### src/rtl/bs_pkg.sv
// Shared types, constants and helpers for the Burning Ship escape-time block.
// Used by bs_front, bs_queue, bs_iter and burning_ship_escape_time.
`default_nettype none

package bs_pkg;

	localparam int FRAC_BITS   = 26;
	localparam int Q_W         = 32;
	localparam int COUNT_W     = 10;
	localparam int SHADE_W     = 8;
	localparam int STEP_DIV    = 80;
	localparam int QUEUE_DEPTH = 2;

	// |z|^2 escape bound, 4.0 in Q12.52
	localparam logic [63:0] ESC_LIMIT = 64'h0040_0000_0000_0000;

	localparam logic signed [63:0] Q_MAX = 64'sh0000_0000_7FFF_FFFF;
	localparam logic signed [63:0] Q_MIN = -64'sh0000_0000_8000_0000;

	typedef struct packed {
		logic signed [Q_W-1:0] re;
		logic signed [Q_W-1:0] im;
	} coord_t;

	typedef enum logic [3:0] {
		CFG_CENTER_RE = 4'd0,
		CFG_CENTER_IM = 4'd1,
		CFG_ZOOM      = 4'd2,
		CFG_MAX_ITER  = 4'd3
	} cfg_index_t;

	typedef enum logic [1:0] {
		F_IDLE,
		F_MUL,
		F_DIV,
		F_PUSH
	} front_state_t;

	typedef enum logic [1:0] {
		B_IDLE,
		B_MUL,
		B_UPD,
		B_DONE
	} iter_state_t;

	function automatic logic signed [Q_W-1:0] sat_q(input logic signed [63:0] v);
		logic signed [Q_W-1:0] r;
		if (v > Q_MAX) begin
			r = Q_MAX[Q_W-1:0];
		end else if (v < Q_MIN) begin
			r = Q_MIN[Q_W-1:0];
		end else begin
			r = v[Q_W-1:0];
		end
		return r;
	endfunction

endpackage

`default_nettype wire

### src/rtl/bs_queue.sv
// Two-entry queue of mapped points between the front end and the iterator.
// Uses bs_pkg for coord_t and the depth.
`default_nettype none

module bs_queue import bs_pkg::*; (
	input  wire logic   clk,
	input  wire logic   arst_n,
	input  wire logic   push_valid,
	output logic        push_ready,
	input  wire coord_t push_data,
	output logic        pop_valid,
	input  wire logic   pop_ready,
	output coord_t      pop_data
);

	localparam int PTR_W = $clog2(QUEUE_DEPTH);
	localparam int CNT_W = $clog2(QUEUE_DEPTH + 1);

	coord_t             mem_q [QUEUE_DEPTH];
	logic [PTR_W-1:0]   wr_ptr_q, rd_ptr_q;
	logic [CNT_W-1:0]   cnt_q;
	logic               do_push, do_pop;

	assign push_ready = cnt_q != CNT_W'(QUEUE_DEPTH);
	assign pop_valid  = cnt_q != '0;
	assign pop_data   = mem_q[rd_ptr_q];
	assign do_push    = push_valid && push_ready;
	assign do_pop     = pop_valid && pop_ready;

	always_ff @(posedge clk or negedge arst_n) begin
		if (!arst_n) begin
			wr_ptr_q <= '0;
			rd_ptr_q <= '0;
			cnt_q    <= '0;
		end else begin
			if (do_push) begin
				wr_ptr_q <= (wr_ptr_q == PTR_W'(QUEUE_DEPTH - 1)) ? '0 : wr_ptr_q + 1'b1;
			end
			if (do_pop) begin
				rd_ptr_q <= (rd_ptr_q == PTR_W'(QUEUE_DEPTH - 1)) ? '0 : rd_ptr_q + 1'b1;
			end
			if (do_push && !do_pop) begin
				cnt_q <= cnt_q + 1'b1;
			end else if (do_pop && !do_push) begin
				cnt_q <= cnt_q - 1'b1;
			end
		end
	end

	always_ff @(posedge clk) begin
		if (do_push) begin
			mem_q[wr_ptr_q] <= push_data;
		end
	end

	a_cnt_bound: assert property (@(posedge clk) disable iff (!arst_n)
		cnt_q <= CNT_W'(QUEUE_DEPTH))
		else $error("queue fill count above depth");

	a_cnt_track: assert property (@(posedge clk) disable iff (!arst_n)
		(do_push && !do_pop) |=> (cnt_q == $past(cnt_q) + 1'b1))
		else $error("queue count missed a push");

endmodule

`default_nettype wire

### config.mk
export PLATFORM = sky130hd
export DESIGN_NAME = bs_queue
export DESIGN_NICKNAME = d
export VERILOG_FILES = /design/src/rtl/bs_pkg.sv /design/src/rtl/bs_queue.sv
export SDC_FILE = /design/constraint.sdc
export NUM_CORES = 1
export LEC_CHECK = 0
export ABC_CLOCK_PERIOD_IN_PS = 3530
export BUFFER_PORTS_ARGS = -buffer_cell sky130_fd_sc_hd__buf_2
export CORE_MARGIN = 4
export CORE_UTILIZATION = 25
export DETAILED_ROUTE_END_ITERATION = 8
export PLACE_DENSITY = 0.44
export SLEW_MARGIN = 20
export SYNTH_ARGS = -nofsm -noshare
export SYNTH_HDL_FRONTEND = slang
export SYNTH_SLANG_ARGS = --single-unit
### constraint.sdc
create_clock -name clk -period 3.53 [get_ports clk]
set_input_delay 0.353 -clock clk [delete_from_list [all_inputs] [get_ports clk]]
set_output_delay 0.353 -clock clk [all_outputs]
set_load 0.01 [all_outputs]
# Yosys cells after proc, flatten, opt, wreduce, memory -nomap -nowiden
# Memory sizes are Yosys's and may differ from the RTL's.
# Index checks and enable logic that the tools add are counted.
dict set report totals {
  reg_bits 4
  ram_bits 128
  inputBits 68
  output_inout_bits 66
  wordCells 23
  n_memories 1
}
# name depth width read_ports rd_ports_with_merged_regs wr line_no
set memory_table {}
lappend memory_table {mem_q 2 64 1 0 1 bs_queue.sv:19} ;# coord_t mem_q [QUEUE_DEPTH];
dict set report classes {
  addsub 4
  n_eq_ne 1
  muxes 6
  n_reduce_logical 8
}
# op count
set op_table {}
lappend op_table {{$logic_and A1 B1 Y1} 4}
lappend op_table {{$mux W1} 4}
lappend op_table {{$mux W2} 2}
lappend op_table {{$reduce_bool A2 Y1} 2}
lappend op_table {{$add A1 B1 Y1 const B} 2}
lappend op_table {{$add A2 B1 Y2 const B} 1}
lappend op_table {{$logic_not A1 Y1} 2}
lappend op_table {{$ne A2 B2 Y1 const B} 1}
lappend op_table {{$sub A2 B1 Y2 const B} 1}

# Logic depth before layout (Yosys ltp)
# Gate-level depths: netlist of run 1.
dict set report depth {
  ltp_word 6
  mapped_depth 7
  mapped_depth_nobuf 7
}

# Worst setup path after synthesis of run 1
# No wires, ideal clock.
dict set report synth_path {
  kind {register -> register}
  startpoint {register cnt_q[0]}
  endpoint {memory mem_q[0][0] (netlist bit) (enable)}
  setup_ns 0.486
  t_arrival_ns 3.376
  required_time_ns 3.044
  slack_ns -0.332
  stages_incl_launch_ff 4
  path_buffers 0
  synth_period_minus_slack_ns 3.862
  path_cell_list {dfrtp_1 nand2b_1 nand2_1 nor2_1}
}
dict set report synth_via {
  elab_chain_cells 4
}
# item line_no
set synth_rtl {}
lappend synth_rtl {{start, declared} bs_queue.sv:21} ;# logic [CNT_W-1:0] cnt_q;
lappend synth_rtl {{start signal, assigned} bs_queue.sv:43} ;# cnt_q <= cnt_q + 1'b1;
lappend synth_rtl {{start signal, assigned} bs_queue.sv:45} ;# cnt_q <= cnt_q - 1'b1;
lappend synth_rtl {{$ne A2 B2 Y1} bs_queue.sv:24} ;# assign push_ready = cnt_q != CNT_W'(QUEUE_DEPTH);
lappend synth_rtl {{via push_ready} bs_queue.sv:9} ;# output logic push_ready,
lappend synth_rtl {{$logic_and A1 B1 Y1} bs_queue.sv:27} ;# assign do_push = push_valid && push_ready;
lappend synth_rtl {{$mux W1} bs_queue.sv:51} ;# if (do_push) begin
lappend synth_rtl {{$mux W1 (not written as such)} bs_queue.sv:52} ;# mem_q[wr_ptr_q] <= push_data;
lappend synth_rtl {{end, declared} bs_queue.sv:19}
# The timed path passes the listed nets, and every way through them passes these cells.

==> out/results.txt, run 1 <==
Fin crit period = 2.490 ns
Routed Wire Length = 9699 um
Die area = 0.02241 mm^2
Slew of the pin with the lowest slew margin = 0.9678 ns
Max-Cap Viols = 0
Outcome = finished clean
Global placement routability congestion = 0.6550
Worst r2r path cells = 4
Endpoint, Worst Hold = mem_q[0][39]
Syn Area/Cell = 23.13 um^2
Drt pass-1 iters = 4
Starting Density = 0.2562
Flop and latch count out of synthesis = 132
CORE AREA = 0.01959 mm^2
Worst-path fanout max = 34
Area grow syn2layout = 30.27%
R2R Path End = mem_q[0][63]
Post-DRT Antenna Nets = 0
Reg2reg setup slack = 1.50 ns
Clock insertion delay at the later pin of the skew report = 0.40 ns
Hpwl dp = 6174 um
Initial antenna violation count = 2
Fin crit share = 0.7054
Number of global-route vias before repair = 2,738
Chip Height = 149.7 um
H-tree depth = 4
Root buf cell = clkbuf_16
Final Setup Violations = 0
Max incr delay on CP = 0.82 ns
Total Neg Setup Slack = 0 ns
DRC viols = 0
Ports = 134
Largest net degree at the start of global routing = 65
Setup ws final = 1.040 ns
N_diodes = 0
First-pass GRT wire length = 14,770 um
Vias per std cell = 3.871
CTS tree = yes
Fillers = 1,921
Final Total Pwr = 5.515 mW
Worst Hold Path Cells = 1
CP Capture Type = primary output
Proportion of layout cells with a drive suffix above 1 = 0.6032
Kind of critical path = reg -> out
CTS Buffer Depth = 2
CP delay by family, top = flip-flops
Highest-delay cell along the critical path = dfrtp_4
Vias after detailed routing = 2,489
Post-Layout Cell Count = 643
Cells after synthesis = 217
Final Hold Fails = 0
Crit path buffers/inverters = 2
Count of clock tree sinks = 132
HP Start = push_data[39]
Fmax achieved = 0.4016 GHz
CTS Buf Count = 17
Final Skew = 0.006279 ns
Synthesized area = 0.005019 mm^2
Leakage power = 2.541 nW
Critical path arrival = 2.14 ns
DP Cell Count = 610
Num rows = 51
Total grt overflow = 0
Pre-CTS WS = 1.438 ns
Post-CTS sizing = 0
Initial DRC Count = 68
Worst slew margin = 0.3548
Startpoint Class = flop
Chip width = 149.7 um
RR Startpoint = cnt_q[0]
Yosys warns = 0
Peak VDD IR = 0.3273 mV
Fin. max-slew vios = 0
PwrDens = 843.6 mW/mm^2
Yosys cell types = 15
RSZ-0062 raised after global routing = no
Post-layout net count = 434
Hold WS = 0.1341 ns
Drt wl/cell = 15.08 um
PortBufs = 133
Clock edge transition at the registers on the reported setup and hold paths = 0.06 ns
Post-synthesis net count = 286
Gr usage total = 0.08947
Sequential share of the synthesized area = 0.7858
Worst Hold Class = in -> reg
WP data required = 3.18 ns
Critical path cell sequence = buf_12, mux2_2, buf_2
==> worst register-to-register path, delay by kind of cell (launching register included) <==
| kind | cells | cell delay, ns |
|---|---|---|
| flip-flops | 1 | 0.40 |
| AND/OR/NAND/NOR | 3 | 0.93 |
| buffers and inverters | 1 | 0.35 |
==> per-layer routing <==
| layer | share of wire | wire [um] | GRT usage | up-vias |
|---|---|---|---|---|
| li1 | - | - | - | 1151 |
| met1 | 0.40 | 3869 | 0.09584 | 1242 |
| met2 | 0.51 | 4937 | 0.1500 | 81 |
| met3 | 0.077 | 743 | 0.04331 | 11 |
| met4 | 0.012 | 121 | 0.03980 | 4 |
| met5 | 0.0027 | 26 | 0 | - |
==> sequential cells by signal (all words and copies together) (netlist names) <==
register,cells
mem_q,128
wr_ptr_q,1
cnt_q,2
rd_ptr_q,1
==> cells by family (layout without fill, tap and decap cells) <==
group,Yosys count,after routing,synth area share
xor gates and xnor gates,5,5,0.008728
adders and majority gates,1,1,0.002493
buffers and inverters,8,169,0.01521
DFF,132,132,0.7858
muxes,64,64,0.1810
and+or+nand+nor,7,7,0.006735
==> area by class of cell <==
cell class	count	area (um^2)	share of cell area
clock buffer	21	440.4	0.06737
clock inverter	11	87.58	0.01340
inverter	1	3.754	0.0005742
multi-input combinational	77	1011	0.1546
sequential	132	3948	0.6038
tap	265	331.6	0.05072
timing repair buffer	136	715.7	0.1095
==> worst max-delay path by stage <==
| stage | startpoint | to | cells past startpoint |
|---|---|---|---|
| CTS | rd_ptr_q | pop_data[50] | 3 |
| floorplan | cnt_q[0] | mem_q[0][0] | 3 |
| global route | rd_ptr_q | pop_data[50] | 3 |
| finish | rd_ptr_q | pop_data[50] | 3 |
| global placement | rd_ptr_q | pop_data[50] | 3 |
| detailed placement | rd_ptr_q | pop_data[50] | 3 |
==> synth_stat cells <==
library cell  number  share of area
nand2b_1           1         0.0012
xor2_1             2         0.0035
and3_1             1         0.0012
dfrtp_1            4          0.020
nor2_1             2         0.0015
buf_2              1         0.0010
buf_6              6          0.013
inv_1              1        0.00075
or2_1              1         0.0012
mux2_2            14          0.031
xnor2_1            3         0.0052
edfxtp_1         128           0.77
mux2_4            50           0.15
nand2_1            2         0.0015
ha_1               1         0.0025
==> layout by cell type (no fill, tap or decap), types with 3 or more instances in the layout <==
cell type / instances
buf_2: 133
clkbuf_1: 4
clkbuf_16: 17
clkinv_2: 4
clkinvlp_4: 4
dfrtp_1: 3
edfxtp_1: 128
mux2_2: 14
mux2_4: 50
xnor2_1: 3
==> stage by stage <==
stage | util | instance area [um^2]
after floorplan | - | 5021
after global placement | 0.3063 | 6000
after detailed placement | 0.3063 | 6000
after CTS | 0.3337 | 6538
after global routing | 0.3337 | 6538
final | 0.3337 | 6538
==> where the power goes <==
part / total (mW) / switching (mW) / internal [mW]
Sequential: 2.34 / 0.190 / 2.15
Clock: 1.58 / 0.621 / 0.956
Combinational: 1.60 / 0.762 / 0.835
==> timing repair <==
| item | in CTS | in global routing |
|---|---|---|
| setup buffers | 0 | 0 |
| hold endpoints to repair | 4 | 0 |
| hold buffers | 1 | 0 |
Power figures use the tool's default switching activity.
==> run 2: changes to the inputs <==
- ABC_CLOCK_PERIOD_IN_PS: 3530 -> 2050
- clock period: 3.53 -> 2.05 ns (I/O delays scaled with it)
==> out/results.txt, run 2 (same netlist as run 1, synthesis figures left out) <==
FF/Latch Area = 0.003948 mm^2
PwrDens = 1395 mW/mm^2
Multi-input combinational cell area = 0.001021 mm^2
Critical path arrival = 1.69 ns
Flop pwr share = 0.377
Setup bufs post-CTS = 0
Kind of critical path = reg -> out
Slew of the pin with the lowest slew margin = 0.3896 ns
Routed Wire Length = 10,210 um
Total grt overflow = 0
CTS Buffer Depth = 2
Clock edge transition at the registers on the reported setup and hold paths = 0.05 ns
DRC viols = 0
WP data required = 1.85 ns
Hpwl dp = 6656 um
Peak VDD IR = 0.5495 mV
PortBufs = 133
Vias after detailed routing = 2,692
Proportion of layout cells with a drive suffix above 1 = 0.5314
Total Neg Setup Slack = 0 ns
Final Skew = 0.007603 ns
Fmax achieved = 0.5264 GHz
CTS Hold Buffers Added = 64
Post-DRT Antenna Nets = 0
Max-Cap Viols = 0
Final Hold Fails = 0
HP Start = push_data[10]
Most frequent cells in the layout = 133 x buf_2, 128 x edfxtp_1, 64 x dlygate4sd3_1
Post-layout util = 0.3752
Die area = 0.02241 mm^2
Starting Density = 0.2562
Post-layout net count = 502
Leakage power = 2.902 nW
Post-CTS sizing = 0
Root buf cell = clkbuf_16
Max reg flops = 128
Worst-path fanout max = 43
CTS Buf Count = 17
Reg2reg setup slack = 0.51 ns
Initial antenna violation count = 1
Chip width = 149.7 um
Ports = 134
R2R Path End = mem_q[1][48]
Vias per std cell = 3.786
Sw power = 2.801 mW
CORE AREA = 0.01959 mm^2
Worst Hold Class = in -> reg
Num rows = 51
Global placement routability congestion = 0.6711
Initial DRC Count = 78
Largest regs = mem_q (128), cnt_q (2)
Worst r2r path cells = 3
Clock Power Share = 0.318
Switch share = 0.2731
Gr usage total = 0.09273
RSZ-0062 raised after global routing = no
Number of global-route vias before repair = 2,988
Final Setup Violations = 0
RR Startpoint = cnt_q[0]
Startpoint Class = flop
CTS tree = yes
Drt pass-1 iters = 4
Worst Hold Path Cells = 1
Chip Height = 149.7 um
Internal = 7.454 mW
N_diodes = 0
Biggest register = mem_q
Count of clock tree sinks = 132
Fin crit period = 1.900 ns
Comb power frac = 0.305
Area grow syn2layout = 46.47%
First-pass GRT wire length = 15,700 um
Clock insertion delay at the later pin of the skew report = 0.40 ns
Leading cell type in the layout, fill and taps excluded = buf_2
H-tree depth = 4
Fin. max-slew vios = 0
Fin crit share = 0.9266
Worst slew margin = 0.7403
Drt wl/cell = 14.35 um
CP Capture Type = primary output
Largest net degree at the start of global routing = 44
Endpoint, Worst Hold = mem_q[1][10]
Fillers = 1,894
Outcome = finished clean
==> run 2: per-layer routing <==
metal	vias to the layer above	share of wire	global-route usage
li1	1291	-	-
met1	1301	0.44	0.1115
met2	91	0.48	0.1520
met3	7	0.066	0.03604
met4	2	0.011	0.03294
met5	-	0.0012	0
==> run 2: worst max path at each step <==
| stage | start | to | slack [ns] |
|---|---|---|---|
| global placement | rd_ptr_q | pop_data[49] | 0.54 |
| finish | rd_ptr_q | pop_data[49] | 0.15 |
| detailed placement | cnt_q[0] | mem_q[1][46] | 0.49 |
| floorplan | cnt_q[0] | mem_q[0][0] | 0.04 |
| global route | rd_ptr_q | pop_data[49] | 0.06 |
| CTS | rd_ptr_q | pop_data[49] | 0.09 |
==> run 2: layout make-up <==
class	count	share of cell area
flip-flops and latches	132	0.5370
repair buffers	204	0.1917
multi-input cells	77	0.1389
clock buffers	18	0.05838
well taps	265	0.04511
clock inverters	14	0.02843
inverters	1	0.0005106
==> run 2: power groups by stage <==
stage / clock (mW) / combinational (mW) / sequential (mW)
floorplan: 0 / 2.08 / 3.88
global placement: 0 / 3.13 / 3.91
detailed placement: 0 / 3.16 / 3.93
CTS: 3.37 / 3.24 / 3.88
global route: 3.50 / 3.39 / 3.92
finish: 3.26 / 3.13 / 3.87
==> run 2: worst max-delay path, stage by stage (launching register included) <==
cell and delay (ns):
dfrtp_4 0.42, buf_12 0.30, mux2_2 0.40, buf_2 0.15
==> run 2: per-stage QoR <==
| step | power (mW) | setup WS (ns) | hold WS (ns) | cell area [um^2] | instances |
|---|---|---|---|---|---|
| 4_1_cts | 10.49 | 0.08979 | 0.005576 | 7351 | 711 |
| 6_report | 10.26 | 0.1504 | 0.02191 | 7351 | 711 |
| 3_3_place_gp | 7.042 | 0.5383 | 0.03815 | 6072 | 615 |
| 2_1_floorplan | 5.964 | 0.03577 | -0.09059 | 5037 | 217 |
| 3_5_place_dp | 7.090 | 0.4890 | 0.04088 | 6072 | 615 |
| 5_1_grt | 10.81 | 0.06269 | 0.005464 | 7351 | 711 |
==> run 3: changes to the inputs <==
- CORE_ASPECT_RATIO: default -> 2
==> out/results.txt, run 3 (same netlist as run 1, synthesis figures left out) <==
Peak VDD IR = 0.8744 mV
Total Neg Setup Slack = 0 ns
Max-Cap Viols = 0
Largest regs = mem_q (128), cnt_q (2)
Most frequent cells in the layout = 133 x buf_2, 128 x edfxtp_1, 65 x dlygate4sd3_1
Ports = 134
Num rows = 73
PwrDens = 1370 mW/mm^2
Final Skew = 0.008949 ns
H-tree depth = 4
Post-CTS sizing = 0
Drt pass-1 iters = 4
Gr usage total = 0.1011
CTS Buf Count = 17
Hpwl dp = 7188 um
RR Startpoint = cnt_q[0]
R2R Path End = mem_q[0][1]
RSZ-0062 raised after global routing = no
Initial DRC Count = 57
Final Hold Fails = 0
Die area = 0.02254 mm^2
First-pass GRT wire length = 16,580 um
Drt wl/cell = 15.09 um
Leakage power = 2.888 nW
DRC viols = 0
Endpoint, Worst Hold = rd_ptr_q
Routed Wire Length = 10,730 um
DP Cell Count = 612
Slew of the pin with the lowest slew margin = 0.4229 ns
Vias after detailed routing = 2,762
Starting Density = 0.2532
Worst r2r path cells = 4
Worst Hold Path Cells = 3
Fin crit period = 1.934 ns
Biggest register = mem_q
Post-Layout Cell Count = 711
Clock edge transition at the registers on the reported setup and hold paths = 0.06 ns
Chip Height = 208.4 um
Global placement routability congestion = 0.6988
Fin. max-slew vios = 0
Reg2reg setup slack = 0.48 ns
Cell area after layout = 0.007307 mm^2
Root buf cell = clkbuf_16
Post-layout net count = 504
Fin crit share = 0.9436
Vias per std cell = 3.885
HP Start = pop_ready
WP data required = 1.85 ns
Number of global-route vias before repair = 3,110
Startpoint Class = flop
Kind of critical path = reg -> out
CTS tree = yes
CTS Buffer Depth = 2
Max reg flops = 128
Post-DRT Antenna Nets = 0
DP Area = 0.006065 mm^2
CORE AREA = 0.01982 mm^2
Worst slew margin = 0.7181
Initial antenna violation count = 1
Final Total Pwr = 10.01 mW
Total grt overflow = 0
Count of clock tree sinks = 132
Worst Hold Class = in -> reg
CP Capture Type = primary output
Clock insertion delay at the later pin of the skew report = 0.41 ns
Critical path arrival = 1.73 ns
Area grow syn2layout = 45.60%
Outcome = finished clean
Chip width = 108.2 um
Leading cell type in the layout, fill and taps excluded = buf_2
Worst-path fanout max = 14
Largest net degree at the start of global routing = 36
PortBufs = 133
Final Setup Violations = 0
Proportion of layout cells with a drive suffix above 1 = 0.5268
Fmax achieved = 0.5170 GHz
-- run 3: worst max path at each step --
stage,end,cells after the start,startpoint
floorplan,mem_q[0][0],3,cnt_q[0]
global placement,pop_data[59],3,rd_ptr_q
detailed placement,pop_data[60],3,rd_ptr_q
CTS,pop_data[59],3,rd_ptr_q
global route,pop_data[59],3,rd_ptr_q
finish,pop_data[60],3,rd_ptr_q
-- run 3: worst max-delay path: stages, from the launching register on --
cell and delay, ns:
dfrtp_4 0.59, buf_4 0.27, mux2_4 0.31, buf_2 0.14
-- run 3: area by class of cell --
type / count / area (um^2)
timing repair buffer: 206 / 1434
tap: 262 / 327.8
clock buffer: 20 / 436.7
sequential: 132 / 3948
clock inverter: 12 / 137.6
antenna: 1 / 2.502
fill: 1892 / 12510
multi-input combinational: 77 / 1017
inverter: 1 / 3.754
-- run 3: per-layer routing --
metal  vias to the layer above  global-route usage  wire length (um)
met5                         -                   0                 0
met4                         0             0.05493               229
met3                        13             0.02577               414
met2                        77              0.1909              6369
met1                      1376             0.09591              3715
li1                       1296                   -                 -
-- run 3: where the power goes --
group	leakage [nW]	switching, mW	total (mW)	internal, mW
Clock	0.280	1.05	2.94	1.89
Sequential	1.23	0.244	3.95	3.70
Combinational	1.37	1.49	3.13	1.64
Total	2.89	2.78	10.0	7.23
-- run 3: through the flow --
stage / utilization / hold slack (ns) / setup slack, ns
global placement: 0.3060 / 0.01493 / 0.3683
floorplan: - / -0.09059 / 0.03577
finish: 0.3687 / 0.08500 / 0.1156
detailed placement: 0.3060 / 0.01795 / 0.3429
global route: 0.3687 / 0.09036 / 0.006067
CTS: 0.3685 / 0.06120 / 0.05564
-- run 3: timing repair --
item	CTS	global route
endpoints found under the setup margin	42	0
hold buffers	65	0
endpoints found under the hold margin	132	0
setup buffers	1	0
